===== src/sv/kvt_pkg.sv =====
`timescale 1ns / 1ps
`default_nettype none

package kvt_pkg;

  // Event codes on the input channel
  typedef enum logic [1:0] {
    CMD_SAMPLE = 2'd0,
    CMD_DIAL   = 2'd1,
    CMD_BUTTON = 2'd2,
    CMD_NONE   = 2'd3
  } cmd_t;

  // Register indexes on the configuration port
  typedef enum logic [2:0] {
    CFG_MIN_TICKS   = 3'd0,
    CFG_MAX_TICKS   = 3'd1,
    CFG_STEP        = 3'd2,
    CFG_START       = 3'd3,
    CFG_TOGGLE_MODE = 3'd4
  } cfg_idx_t;

  localparam int unsigned CFG_IDX_W  = 3;
  localparam int unsigned CFG_DATA_W = 32;
  localparam int unsigned LED_W      = 21;

  localparam logic signed [31:0] STEP_RESET   = 32'sd65536;
  localparam logic               TOGGLE_RESET = 1'b0;

  // LED pulse word layout
  localparam logic [7:0] LED_BRIGHT_IDLE = 8'd128;
  localparam logic [8:0] LED_SPEED       = 9'd255;
  localparam int unsigned LED_ASLEEP_BIT = 19;

  typedef struct packed {
    logic signed [31:0] min_ticks;
    logic signed [31:0] max_ticks;
    logic signed [31:0] step_per_tick;
    logic signed [31:0] start_value;
    logic               toggle_mode;
  } cfg_t;

  // Item leaving the state stage
  typedef struct packed {
    logic signed [31:0] offset;
    logic               sample_valid;
    logic               button_state;
    logic               led_write;
  } stage_t;

  function automatic logic [LED_W-1:0] led_pulse_word(input logic button);
    logic [LED_W-1:0] w;
    w = '0;
    w[7:0] = button ? 8'd0 : LED_BRIGHT_IDLE;
    w[16:8] = LED_SPEED;
    w[LED_ASLEEP_BIT] = 1'b1;
    return w;
  endfunction

endpackage

`default_nettype wire


===== src/sv/kvt_in_if.sv =====
`timescale 1ns / 1ps
`default_nettype none

interface kvt_in_if;
  logic               valid;
  logic               ready;
  logic [1:0]         command;
  logic signed [15:0] event_value;

  modport source (output valid, output command, output event_value, input ready);
  modport sink (input valid, input command, input event_value, output ready);
endinterface

`default_nettype wire


===== src/sv/kvt_out_if.sv =====
`timescale 1ns / 1ps
`default_nettype none

interface kvt_out_if;
  logic               valid;
  logic               ready;
  logic               sample_valid;
  logic signed [31:0] scaled_value;
  logic               button_state;
  logic               led_write;
  logic [20:0]        led_word;

  modport source (
    output valid, output sample_valid, output scaled_value, output button_state,
    output led_write, output led_word, input ready
  );
  modport sink (
    input valid, input sample_valid, input scaled_value, input button_state,
    input led_write, input led_word, output ready
  );
endinterface

`default_nettype wire


===== src/sv/kvt_state.sv =====
`timescale 1ns / 1ps
`default_nettype none

module kvt_state import kvt_pkg::*; (
  input  wire logic               clk,
  input  wire logic               rst,
  input  wire cfg_t               cfg,
  input  wire logic               take,
  input  wire logic [1:0]         command,
  input  wire logic signed [15:0] event_value,
  output stage_t                  stage
);

  logic signed [31:0] tick_offset, tick_offset_next;
  logic               button_level, button_level_next;
  logic [1:0]         samples_since_press, samples_since_press_next;
  logic               quick_click_pending, quick_click_pending_next;

  logic               st_sample, st_sample_next;
  logic               st_button, st_button_next;
  logic               st_led, st_led_next;

  logic signed [32:0] dial_sum;
  logic signed [32:0] lo_ext;
  logic signed [32:0] hi_ext;
  logic signed [32:0] clamped;
  logic               pressed;

  always_comb begin
    dial_sum = {tick_offset[31], tick_offset} + {{17{event_value[15]}}, event_value};
    lo_ext   = {cfg.min_ticks[31], cfg.min_ticks};
    hi_ext   = {cfg.max_ticks[31], cfg.max_ticks};
    // low bound first, then high: inverted limits settle on max_ticks
    clamped  = dial_sum;
    if (clamped < lo_ext) begin
      clamped = lo_ext;
    end
    if (clamped > hi_ext) begin
      clamped = hi_ext;
    end
    pressed = (event_value != 16'sd0);

    tick_offset_next         = tick_offset;
    button_level_next        = button_level;
    samples_since_press_next = samples_since_press;
    quick_click_pending_next = quick_click_pending;
    st_sample_next           = 1'b0;
    st_led_next              = 1'b0;
    st_button_next           = button_level;

    unique case (cmd_t'(command))
      CMD_SAMPLE: begin
        st_sample_next = 1'b1;
        if (samples_since_press != 2'd3) begin
          samples_since_press_next = samples_since_press + 2'd1;
        end
        // pending quick click: report the held state, then clear
        if (quick_click_pending) begin
          button_level_next        = 1'b0;
          quick_click_pending_next = 1'b0;
        end
      end
      CMD_DIAL: begin
        tick_offset_next = clamped[31:0];
      end
      CMD_BUTTON: begin
        if (cfg.toggle_mode) begin
          if (pressed && samples_since_press == 2'd3) begin
            button_level_next = ~button_level;
          end
        end else if (samples_since_press == 2'd0) begin
          quick_click_pending_next = 1'b1;
        end else begin
          button_level_next = pressed;
        end
        tick_offset_next         = '0;
        samples_since_press_next = 2'd0;
        st_led_next              = 1'b1;
        st_button_next           = button_level_next;
      end
      CMD_NONE: begin
      end
      default: begin
      end
    endcase
  end

  always_ff @(posedge clk) begin
    if (rst) begin
      tick_offset         <= '0;
      button_level        <= TOGGLE_RESET;
      samples_since_press <= 2'd0;
      quick_click_pending <= 1'b0;
    end else if (take) begin
      tick_offset         <= tick_offset_next;
      button_level        <= button_level_next;
      samples_since_press <= samples_since_press_next;
      quick_click_pending <= quick_click_pending_next;
    end
  end

  always_ff @(posedge clk) begin
    if (take) begin
      st_sample <= st_sample_next;
      st_button <= st_button_next;
      st_led    <= st_led_next;
    end
  end

  // tick_offset only moves on a transfer, together with the flags
  assign stage.offset       = tick_offset;
  assign stage.sample_valid = st_sample;
  assign stage.button_state = st_button;
  assign stage.led_write    = st_led;

  a_click_only_before_sample: assert property (@(posedge clk) disable iff (rst)
    quick_click_pending |-> (samples_since_press == 2'd0))
    else $error("quick click pending with samples counted");

  a_button_zeroes_offset: assert property (@(posedge clk) disable iff (rst)
    (take && command == CMD_BUTTON) |=> (tick_offset == 32'sd0))
    else $error("button event left a tick offset");

endmodule

`default_nettype wire


===== src/sv/kvt_scale.sv =====
`timescale 1ns / 1ps
`default_nettype none

module kvt_scale import kvt_pkg::*; (
  input  wire logic    clk,
  input  wire logic    rst,
  input  wire cfg_t    cfg,
  input  wire stage_t  s1,
  input  wire logic    s1_valid,
  output logic         s1_take,
  kvt_out_if.source    results
);

  localparam logic signed [63:0] SAT_MAX = 64'sd2147483647;
  localparam logic signed [63:0] SAT_MIN = -64'sd2147483648;

  logic               v2, v3;
  logic               ready2, ready3;
  logic signed [63:0] mult;
  logic signed [63:0] product;
  logic               p_sample, p_button, p_led;
  logic signed [63:0] sum;
  logic signed [31:0] sat;

  logic               r_sample, r_button, r_led;
  logic signed [31:0] r_value;
  logic [LED_W-1:0]   r_word;

  assign ready3  = !v3 || results.ready;
  assign ready2  = !v2 || ready3;
  assign s1_take = ready2;

  assign mult = $signed(s1.offset) * $signed(cfg.step_per_tick);

  always_comb begin
    sum = product + {{32{cfg.start_value[31]}}, cfg.start_value};
    if (sum > SAT_MAX) begin
      sat = 32'sh7FFFFFFF;
    end else if (sum < SAT_MIN) begin
      sat = 32'sh80000000;
    end else begin
      sat = sum[31:0];
    end
  end

  always_ff @(posedge clk) begin
    if (rst) begin
      v2 <= 1'b0;
      v3 <= 1'b0;
    end else begin
      if (ready2) begin
        v2 <= s1_valid;
      end
      if (ready3) begin
        v3 <= v2;
      end
    end
  end

  always_ff @(posedge clk) begin
    if (ready2 && s1_valid) begin
      product  <= mult;
      p_sample <= s1.sample_valid;
      p_button <= s1.button_state;
      p_led    <= s1.led_write;
    end
    if (ready3 && v2) begin
      r_value  <= sat;
      r_sample <= p_sample;
      r_button <= p_button;
      r_led    <= p_led;
      r_word   <= p_led ? led_pulse_word(p_button) : '0;
    end
  end

  assign results.valid        = v3;
  assign results.sample_valid = r_sample;
  assign results.scaled_value = r_value;
  assign results.button_state = r_button;
  assign results.led_write    = r_led;
  assign results.led_word     = r_word;

  a_flags_exclusive: assert property (@(posedge clk) disable iff (rst)
    v3 |-> !(r_sample && r_led))
    else $error("result flagged both sample and LED write");

  a_word_only_with_write: assert property (@(posedge clk) disable iff (rst)
    (v3 && !r_led) |-> (r_word == '0))
    else $error("LED word without LED write");

endmodule

`default_nettype wire


===== src/sv/rotary_knob_value_tracker.sv =====
`timescale 1ns / 1ps
`default_nettype none

// Channel   Dir  Fields                                             Transfer
// events    in   command[1:0], event_value[15:0] signed             valid & ready
// results   out  sample_valid, scaled_value[31:0] signed,           valid & ready
//                button_state, led_write, led_word[20:0]
// cfg       in   cfg_index[2:0], cfg_data[31:0]                     cfg_we
//
// One item per cycle sustained while results is taken; exactly one result per item.
// Each item passes the state stage, then the 32x32 product register, then
// add/saturate into the result register, from which its result is offered.
// Stalls ripple back stage by stage; events.ready drops only when all three
// stages are full and results is not taken.
// Reset (rst, synchronous) empties the pipe and restores register defaults.

module rotary_knob_value_tracker import kvt_pkg::*; (
  input  wire logic                  clk,
  input  wire logic                  rst,
  input  wire logic                  cfg_we,
  input  wire logic [CFG_IDX_W-1:0]  cfg_index,
  input  wire logic [CFG_DATA_W-1:0] cfg_data,
  kvt_in_if.sink                     events,
  kvt_out_if.source                  results
);

  cfg_t   cfg;
  stage_t s1;
  logic   v1;
  logic   s1_take;
  logic   take;

  // Configuration registers; software must write them only while idle (the block does not enforce it)
  always_ff @(posedge clk) begin
    if (rst) begin
      cfg.min_ticks     <= '0;
      cfg.max_ticks     <= '0;
      cfg.step_per_tick <= STEP_RESET;
      cfg.start_value   <= '0;
      cfg.toggle_mode   <= TOGGLE_RESET;
    end else if (cfg_we) begin
      unique case (cfg_idx_t'(cfg_index))
        CFG_MIN_TICKS:   cfg.min_ticks     <= cfg_data;
        CFG_MAX_TICKS:   cfg.max_ticks     <= cfg_data;
        CFG_STEP:        cfg.step_per_tick <= cfg_data;
        CFG_START:       cfg.start_value   <= cfg_data;
        CFG_TOGGLE_MODE: cfg.toggle_mode   <= cfg_data[0];
        default: begin
        end
      endcase
    end
  end

  // State stage takes a transfer when it is empty or its item moves on
  assign events.ready = !v1 || s1_take;
  assign take         = events.valid && events.ready;

  always_ff @(posedge clk) begin
    if (rst) begin
      v1 <= 1'b0;
    end else if (take) begin
      v1 <= 1'b1;
    end else if (s1_take) begin
      v1 <= 1'b0;
    end
  end

  kvt_state u_state (
    .clk         (clk),
    .rst         (rst),
    .cfg         (cfg),
    .take        (take),
    .command     (events.command),
    .event_value (events.event_value),
    .stage       (s1)
  );

  kvt_scale u_scale (
    .clk      (clk),
    .rst      (rst),
    .cfg      (cfg),
    .s1       (s1),
    .s1_valid (v1),
    .s1_take  (s1_take),
    .results  (results)
  );

  a_take_fills_stage: assert property (@(posedge clk) disable iff (rst)
    take |=> v1)
    else $error("transfer did not fill the state stage");

  a_reset_empties: assert property (@(posedge clk)
    rst |=> !results.valid)
    else $error("result offered straight after reset");

endmodule

`default_nettype wire


===== src/flat_wrapper.sv =====
// flat-port wrapper written by rule: the top's interface ports become plain ports
module rotary_knob_value_tracker_flat import kvt_pkg::*;
  (clk, rst, cfg_we, cfg_index, cfg_data, events_valid, events_command, events_event_value, events_ready, results_valid, results_sample_valid, results_scaled_value, results_button_state, results_led_write, results_led_word, results_ready);
  kvt_in_if events_i ();
  kvt_out_if results_i ();
  input  wire logic clk;
  input  wire logic rst;
  input  wire logic cfg_we;
  input  wire logic [CFG_IDX_W-1:0] cfg_index;
  input  wire logic [CFG_DATA_W-1:0] cfg_data;
  input wire logic [$bits(events_i.valid)-1:0] events_valid;
  input wire logic [$bits(events_i.command)-1:0] events_command;
  input wire logic [$bits(events_i.event_value)-1:0] events_event_value;
  output wire logic [$bits(events_i.ready)-1:0] events_ready;
  output wire logic [$bits(results_i.valid)-1:0] results_valid;
  output wire logic [$bits(results_i.sample_valid)-1:0] results_sample_valid;
  output wire logic [$bits(results_i.scaled_value)-1:0] results_scaled_value;
  output wire logic [$bits(results_i.button_state)-1:0] results_button_state;
  output wire logic [$bits(results_i.led_write)-1:0] results_led_write;
  output wire logic [$bits(results_i.led_word)-1:0] results_led_word;
  input wire logic [$bits(results_i.ready)-1:0] results_ready;
  assign events_i.valid = events_valid;
  assign events_i.command = events_command;
  assign events_i.event_value = events_event_value;
  assign events_ready = events_i.ready;
  assign results_valid = results_i.valid;
  assign results_sample_valid = results_i.sample_valid;
  assign results_scaled_value = results_i.scaled_value;
  assign results_button_state = results_i.button_state;
  assign results_led_write = results_i.led_write;
  assign results_led_word = results_i.led_word;
  assign results_i.ready = results_ready;
  rotary_knob_value_tracker u_core (.clk(clk), .rst(rst), .cfg_we(cfg_we), .cfg_index(cfg_index), .cfg_data(cfg_data), .events(events_i), .results(results_i));
endmodule

===== config.mk =====
export PLATFORM = sky130hd
export DESIGN_NAME = rotary_knob_value_tracker_flat
export DESIGN_NICKNAME = d
export VERILOG_FILES = /design/src/sv/kvt_pkg.sv /design/src/sv/kvt_in_if.sv /design/src/sv/kvt_out_if.sv /design/src/sv/kvt_state.sv /design/src/sv/kvt_scale.sv /design/src/sv/rotary_knob_value_tracker.sv /design/src/flat_wrapper.sv
export SDC_FILE = /design/constraint.sdc
export NUM_CORES = 2
export LEC_CHECK = 0
export ABC_AREA = 1
export BUFFER_PORTS_ARGS = -buffer_cell sky130_fd_sc_hd__buf_2
export CORE_MARGIN = 5
export CORE_UTILIZATION = 61
export DETAILED_ROUTE_END_ITERATION = 16
export GPL_TIMING_DRIVEN = 0
export PLACE_DENSITY = 0.85
export RECOVER_POWER = 100
export SYNTH_ARGS = -nofsm -noshare
export SYNTH_HDL_FRONTEND = slang
export SYNTH_SLANG_ARGS = --single-unit

===== constraint.sdc =====
create_clock -name clk -period 9.2 [get_ports clk]
set_clock_uncertainty 0.2 [all_clocks]
set_input_delay 0.46 -clock clk [delete_from_list [all_inputs] [get_ports clk]]
set_output_delay 0.46 -clock clk [all_outputs]
set_load 0.005 [all_outputs]

# --- Word level (Yosys, flattened, before mapping) ---
# Index checks and enable logic that the tools add are counted.
op_classes:
  add_sub_neg: 3
  mul: 1
  order_cmp: 4
  n_eq_ne: 12
  mux: 21
  bitwise: 1
  reduce_logical: 26
op_table:
  columns: ["cell", "n"]
  rows:
  - ["64-bit adder", 1]
  - ["64-bit by 32-bit > comparator with 1-bit output, second input constant", 1]
  - ["64-bit by 32-bit less-than comparator with 1-bit output, second input constant", 1]
  - ["32-bit by 32-bit multiplier with 64-bit output", 1]
  - ["32-bit two-way mux", 2]
  - ["32-bit one-hot mux with 2 select lines", 1]
  - ["32-bit by 16-bit adder with 33-bit output", 1]
  - ["33-bit by 32-bit > comparator with 1-bit output", 1]
  - ["33-bit by 32-bit less-than comparator with 1-bit output", 1]
  - ["33-bit two-way mux", 1]
  - ["20-bit two-way mux", 1]
  - ["16-bit nonzero test", 1]
  - ["2-bit AND reduction", 6]
  - ["1-bit two-way mux", 11]
  - ["2-bit inequality test, second input constant", 5]
  - ["8-bit two-way mux", 1]
  - ["3-bit by 2-bit equality test with 1-bit output, second input constant", 2]
  - ["3-bit AND reduction", 2]
  - ["2-bit nonzero test", 3]
  - ["2-bit equality test, second input constant", 2]
  - ["1-bit logical AND", 4]
  - ["2-bit logical NOT", 2]
  - ["1-bit one-hot mux with 2 select lines", 2]
  - ["2-bit one-hot mux with 2 select lines", 1]
  - ["10 further kinds", 14]
word_totals:
  regBits: 294
  output_inout_bits: 58

# --- Longest topological paths before layout ---
logic_depth:
  depth_word: 6
  ltp_mapped: 44
  ltp_nobuf: 41

# --- Modules after synthesis ---
# From an unflattened synthesis, not the netlist that was laid out.
unflattened:
  hier_cells: 8036
  hier_area_um2: 59250.6
modules_own_cells:
  columns: ["module", "instances", "cells_each", "area_each_um2", "seq_area_each_um2"]
  rows:
  - ["kvt_scale", 1, 6128, 47030.1, 3133.0]
  - ["kvt_state", 1, 1152, 6979.2, 810.8]
  - ["rotary_knob_value_tracker", 1, 756, 5241.3, 2602.5]

# --- Worst setup path before layout ---
# Ideal clock, no wire load.
synth_path:
  kind: "reg-to-reg"
  startpoint: "reg u_core.u_state.tick_offset[31]"
  endpoint: "reg u_core.u_scale.product[63] (data pin)"
  setup_ps: 260
  arrival_time_ps: 7118
  required_ps: 8740
  slack_ps: 1622
  path_stages_with_launch: 25
  path_buffers: 2
  path_cell_list: "dfxtp_1 -> clkbuf_1 -> clkbuf_1 -> nand2_1 -> inv_1 -> fa_1 -> fa_1 -> fa_1 -> fa_1 -> inv_1 -> fa_1 -> fa_1 -> fa_1 -> fa_1 -> inv_1 -> ha_1 -> a21oi_1 -> inv_1 -> a31oi_1 -> o21bai_1 -> nand3_1 -> o2111ai_1 -> a21oi_1 -> o21ai_0 -> xnor2_1"
synth_via:
  elab_chain_len: 1
synth_rtl:
  columns: ["item", "line", "source"]
  rows:
  - ["start, declared", "kvt_state.sv:14", "logic signed [31:0] tick_offset, tick_offset_next;"]
  - ["start signal, assigned", "kvt_state.sv:95", "tick_offset <= tick_offset_next;"]
  - ["32-bit by 32-bit multiplier with 64-bit output", "kvt_scale.sv:33", "assign mult = $signed(s1.offset) * $signed(cfg.step_per_tick);"]
  - ["named net u_core.u_scale.mult[63]", "kvt_scale.sv:19", "logic signed [63:0] mult;"]
  - ["end signal, assigned", "kvt_scale.sv:62", "product <= mult;"]
  - ["end, declared", "kvt_scale.sv:20", "logic signed [63:0] product;"]
# The timed path passes the listed nets, and every way through them passes these cells.
# A chain may end at the register's enable or synchronous reset.

# --- Worst setup path after layout ---
layout_path:
  startpoint: "reg, netlist name u_core.cfg[55]"
  endpoint: "reg u_core.u_scale.product[58] (data pin)"
layout_via:
  elab_chain_len: 1
layout_rtl:
  columns: ["item", "line"]
  rows:
  - ["32-bit by 32-bit multiplier with 64-bit output", "kvt_scale.sv:33"]
  - ["named net u_core.u_scale.mult[58]", "kvt_scale.sv:19"]
# The timed path passes the listed nets, and every way through them passes these cells.

==> key figures <==
Status
  – Status: finished, violations left
  – Failing checks: capacitance limit, slew limit

Floorplan
  – CORE AREA: 0.0933 mm2
  – Die Wd: 317 um
  – # rows: 112
  – Io pins: 116
  – Initial Util: 61.5%
  – Die area: 0.100 mm2
  – Die span in y: 317 um

Critical path
  – Worst path bufs/invs: 6
  – CP Launch Type: register
  – Crit end category: register
  – CP delay by family, top: adder cells
  – Arr. time, crit path: 9.24 ns
  – CP required: 9.38 ns
  – Critical path type: reg2reg
  – CP max stage delay: 0.76 ns
  – CP most frequent cell: fa_1
  – Crit path max-delay cell type: fa_1
  – Max FO, Critical Path: 10

STA
  – Post-layout min period: 9.06 ns
  – RSZ-0062 raised after global routing: yes
  – Final Cycle Share: 98.5%
  – Slew Limit Fails: 92
  – Fmax: 110 MHz
  – Hold Fails Final Rpt: 0
  – # setup viols final: 0
  – Max_slew headroom: -66.4%
  – Worst Tran Pin Value: 2.50 ns

Synthesis
  – Synth Cell Area: 0.0574 mm2
  – Async SR Flop Fraction: 0%
  – Synthesized instance count: 7646
  – Register area share after synthesis: 11.4%
  – Ys Warns: 0
  – Syn Area/Cell: 7.51 um2
  – Unique masters post-synth: 48
  – Top FF cell, synth: dfxtp_1
  – Yosys top cell by area: fa_1
  – Post-synth top area share: 37.8%
  – #FFs+latches synth: 274
  – Synth area leaders: fa_1 38%, nand2_1 14%, inv_1 13%
  – EDFF count, synth: 106

CTS
  – Worst skew pair latency: 0.62 ns
  – Sink Count: 274
  – Htree depth: 1
  – Clock tree buffer depth: 3
  – Worst-path clk slew: 0.06 ns
  – Root Driver: clkbuf_16
  – CTS tree: done
  – CTS buffer count: 31

Placement
  – Hpwl dp: 186 mm
  – DP Area: 0.0596 mm2
  – Placed Cells: 9016
  – Buffers added on ports: 104
  – RD Place Congestion: 1.11

Global routing
  – Gr ovfl total: 0
  – Initial antenna violation count: 8
  – Largest net degree at the start of global routing: 50
  – First-pass GRT wire length: 315 mm
  – Global Route Usage Sum: 43.1%
  – Vias in the first global route: 51100

Power
  – Power Internal: 3.34 mW
  – Pwr Density: 112 mW/mm2
  – Switching share of total power: 50.8%
  – IR drop worst, VDD: 0.113 mV
  – Pleak: 31.3 nW
  – Reg power frac: 22.6%
  – Net Switching: 3.45 mW
  – Power after layout: 6.79 mW
  – Clk pwr share: 18.3%
  – Comb power frac: 59.1%

Routing
  – Routed wire length: 215 mm
  – Routed length per instance: 23.7 um
  – Drt first pass iters: 6
  – Post-route ant nets: 0
  – Via density per instance: 5.58
  – Initial DRC count: 5554
  – Via count: 50600
  – Drt drc: 0

Hold path
  – Hold Crit Class: in2reg

Final layout
  – Most frequent cells in the layout: 2098 x nand2_1, 2016 x inv_1, 1081 x fa_1
  – Commonest non-fill, non-tap cell in the layout: nand2_1
  – Final #Nets: 9276
  – Final Cell Area: 0.0607 mm2
  – Layout area overhead: 5.69%
  – Share of cells above drive strength 1: 4.28%
  – Final non-filler cell total: 9070

Flow run
  – Max_cap viols: 3
[final timing paths]
kind                                      start                                   end  slack [ns]  cells past startpoint
max                 u_core.cfg[55]$_SDFFE_PP0P_  u_core.u_scale.product[58]$_DFFE_PP_        0.14                     27
min                                cfg_index[2]            u_core.cfg[0]$_SDFFE_PP0P_        0.03                      3
max reg2reg         u_core.cfg[55]$_SDFFE_PP0P_  u_core.u_scale.product[58]$_DFFE_PP_        0.14                     27
min reg2reg  u_core.u_state.st_sample$_DFFE_PP_     u_core.u_scale.p_sample$_DFFE_PP_        0.21                      0
[area by class of cell]
type | count | area (um2)
sequential | 274 | 6550
multi-input combinational | 5002 | 41900
antenna | 7 | 17.5
clock inverter | 12 | 118
clock buffer | 44 | 896
timing repair buffer | 116 | 611
inverter | 2034 | 7640
fill | 8364 | 32600
tap | 1254 | 1570
buffer | 327 | 1420
[per-stage QoR]
step	setup TNS (ns)	util, %	worst slack [ns]	hold WS (ns)
CTS	0	65.0	0.00303	0.00604
detailed placement	-2.66	63.9	-0.365	0.205
global placement	-1.04	63.8	-0.270	0.205
floorplan	0	-	1.62	0.200
global route	-0.182	65.0	-0.0540	0.0283
finish	0	65.0	0.142	0.0273
[power by group through the flow]
stage / clock (mW) / sequential (mW) / combinational (mW)
after floorplan: 0 / 1.52 / 2.41
after global placement: 0 / 1.54 / 3.78
after detailed placement: 0 / 1.54 / 3.83
after CTS: 1.24 / 1.52 / 3.87
after global routing: 1.30 / 1.55 / 4.31
final: 1.24 / 1.54 / 4.01
[cells by family after synthesis]
| family | Yosys count | synth area share (%) |
|---|---|---|
| flip-flops | 274 | 11.4 |
| XOR/XNOR | 127 | 1.94 |
| buffers and inverters | 2380 | 15.8 |
| other | 1 | 0.00653 |
| AND/OR/NAND/NOR | 2808 | 19.7 |
| adder cells (fa/ha/maj) | 1432 | 45.4 |
| AO/OA/AOI/OAI | 624 | 5.79 |
[cell usage after synthesis (all sizes together) (34+ instances only)]
| master | n |
|---|---|
| fa | 1084 |
| nand4 | 49 |
| nor3 | 34 |
| nor2 | 342 |
| dfxtp | 168 |
| inv | 2031 |
| clkbuf | 317 |
| o21ai | 219 |
| edfxtp | 106 |
| xnor2 | 34 |
| nand2 | 2111 |
| xor2 | 93 |
| nand3 | 219 |
| ha | 348 |
| a21oi | 321 |
[what timing repair did]
action / 4_1_cts / 5_1_grt
resized for setup: 7 / 161
setup buffers: 0 / 6
pin swaps: 0 / 1
gates cloned: 0 / 0
setup endpoints to repair: 13 / 56
hold endpoints to repair: 4 / 0
hold buffers: 4 / 0
[worst reg2reg max path, stage by stage, from the launching register on]
cell and delay [ns]:
dfxtp_1 0.31, clkbuf_1 0.61, clkbuf_1 0.59, nand2_1 0.15, fa_1 0.52, inv_1 0.09, fa_1 0.37, inv_1 0.15
fa_1 0.45, fa_1 0.76, fa_1 0.53, fa_1 0.50, inv_1 0.05, fa_1 0.59, fa_1 0.54, ha_1 0.42
nand2_1 0.10, nor2_1 0.16, inv_1 0.07, nor2_1 0.16, and3_1 0.23, nand3_1 0.10, nand3_1 0.27, a21oi_1 0.17
o21bai_1 0.28, nand2_1 0.09, nand2_1 0.08, xor2_1 0.30
[state kept, by name (all words and copies together) (netlist names)]
signal                               count
u_core.cfg                             129
u_core.u_scale.p_button                  1
u_core.u_scale.p_led                     1
u_core.u_scale.p_sample                  1
u_core.u_scale.product                  64
u_core.u_scale.results.button_state      1
u_core.u_scale.results.led_word          2
u_core.u_scale.results.sample_valid      1
u_core.u_scale.results.scaled_value     32
u_core.u_scale.results.valid             1
u_core.u_scale.v2                        1
u_core.u_state.button_level              1
u_core.u_state.quick_click_pending       1
u_core.u_state.samples_since_press       2
u_core.u_state.st_button                 1
u_core.u_state.st_led                    1
u_core.u_state.st_sample                 1
u_core.u_state.tick_offset              32
u_core.v1                                1
[routing by layer]
metal / GRT usage (%) / wire (um) / vias to the layer above
met5: 0 / 21 / -
met4: 33.5 / 22200 / 4
met3: 13.5 / 26500 / 814
met2: 64.4 / 90400 / 2908
met1: 52.1 / 76100 / 24400
li1: - / - / 22500
Note: power is estimated with default switching activity, not from simulation.
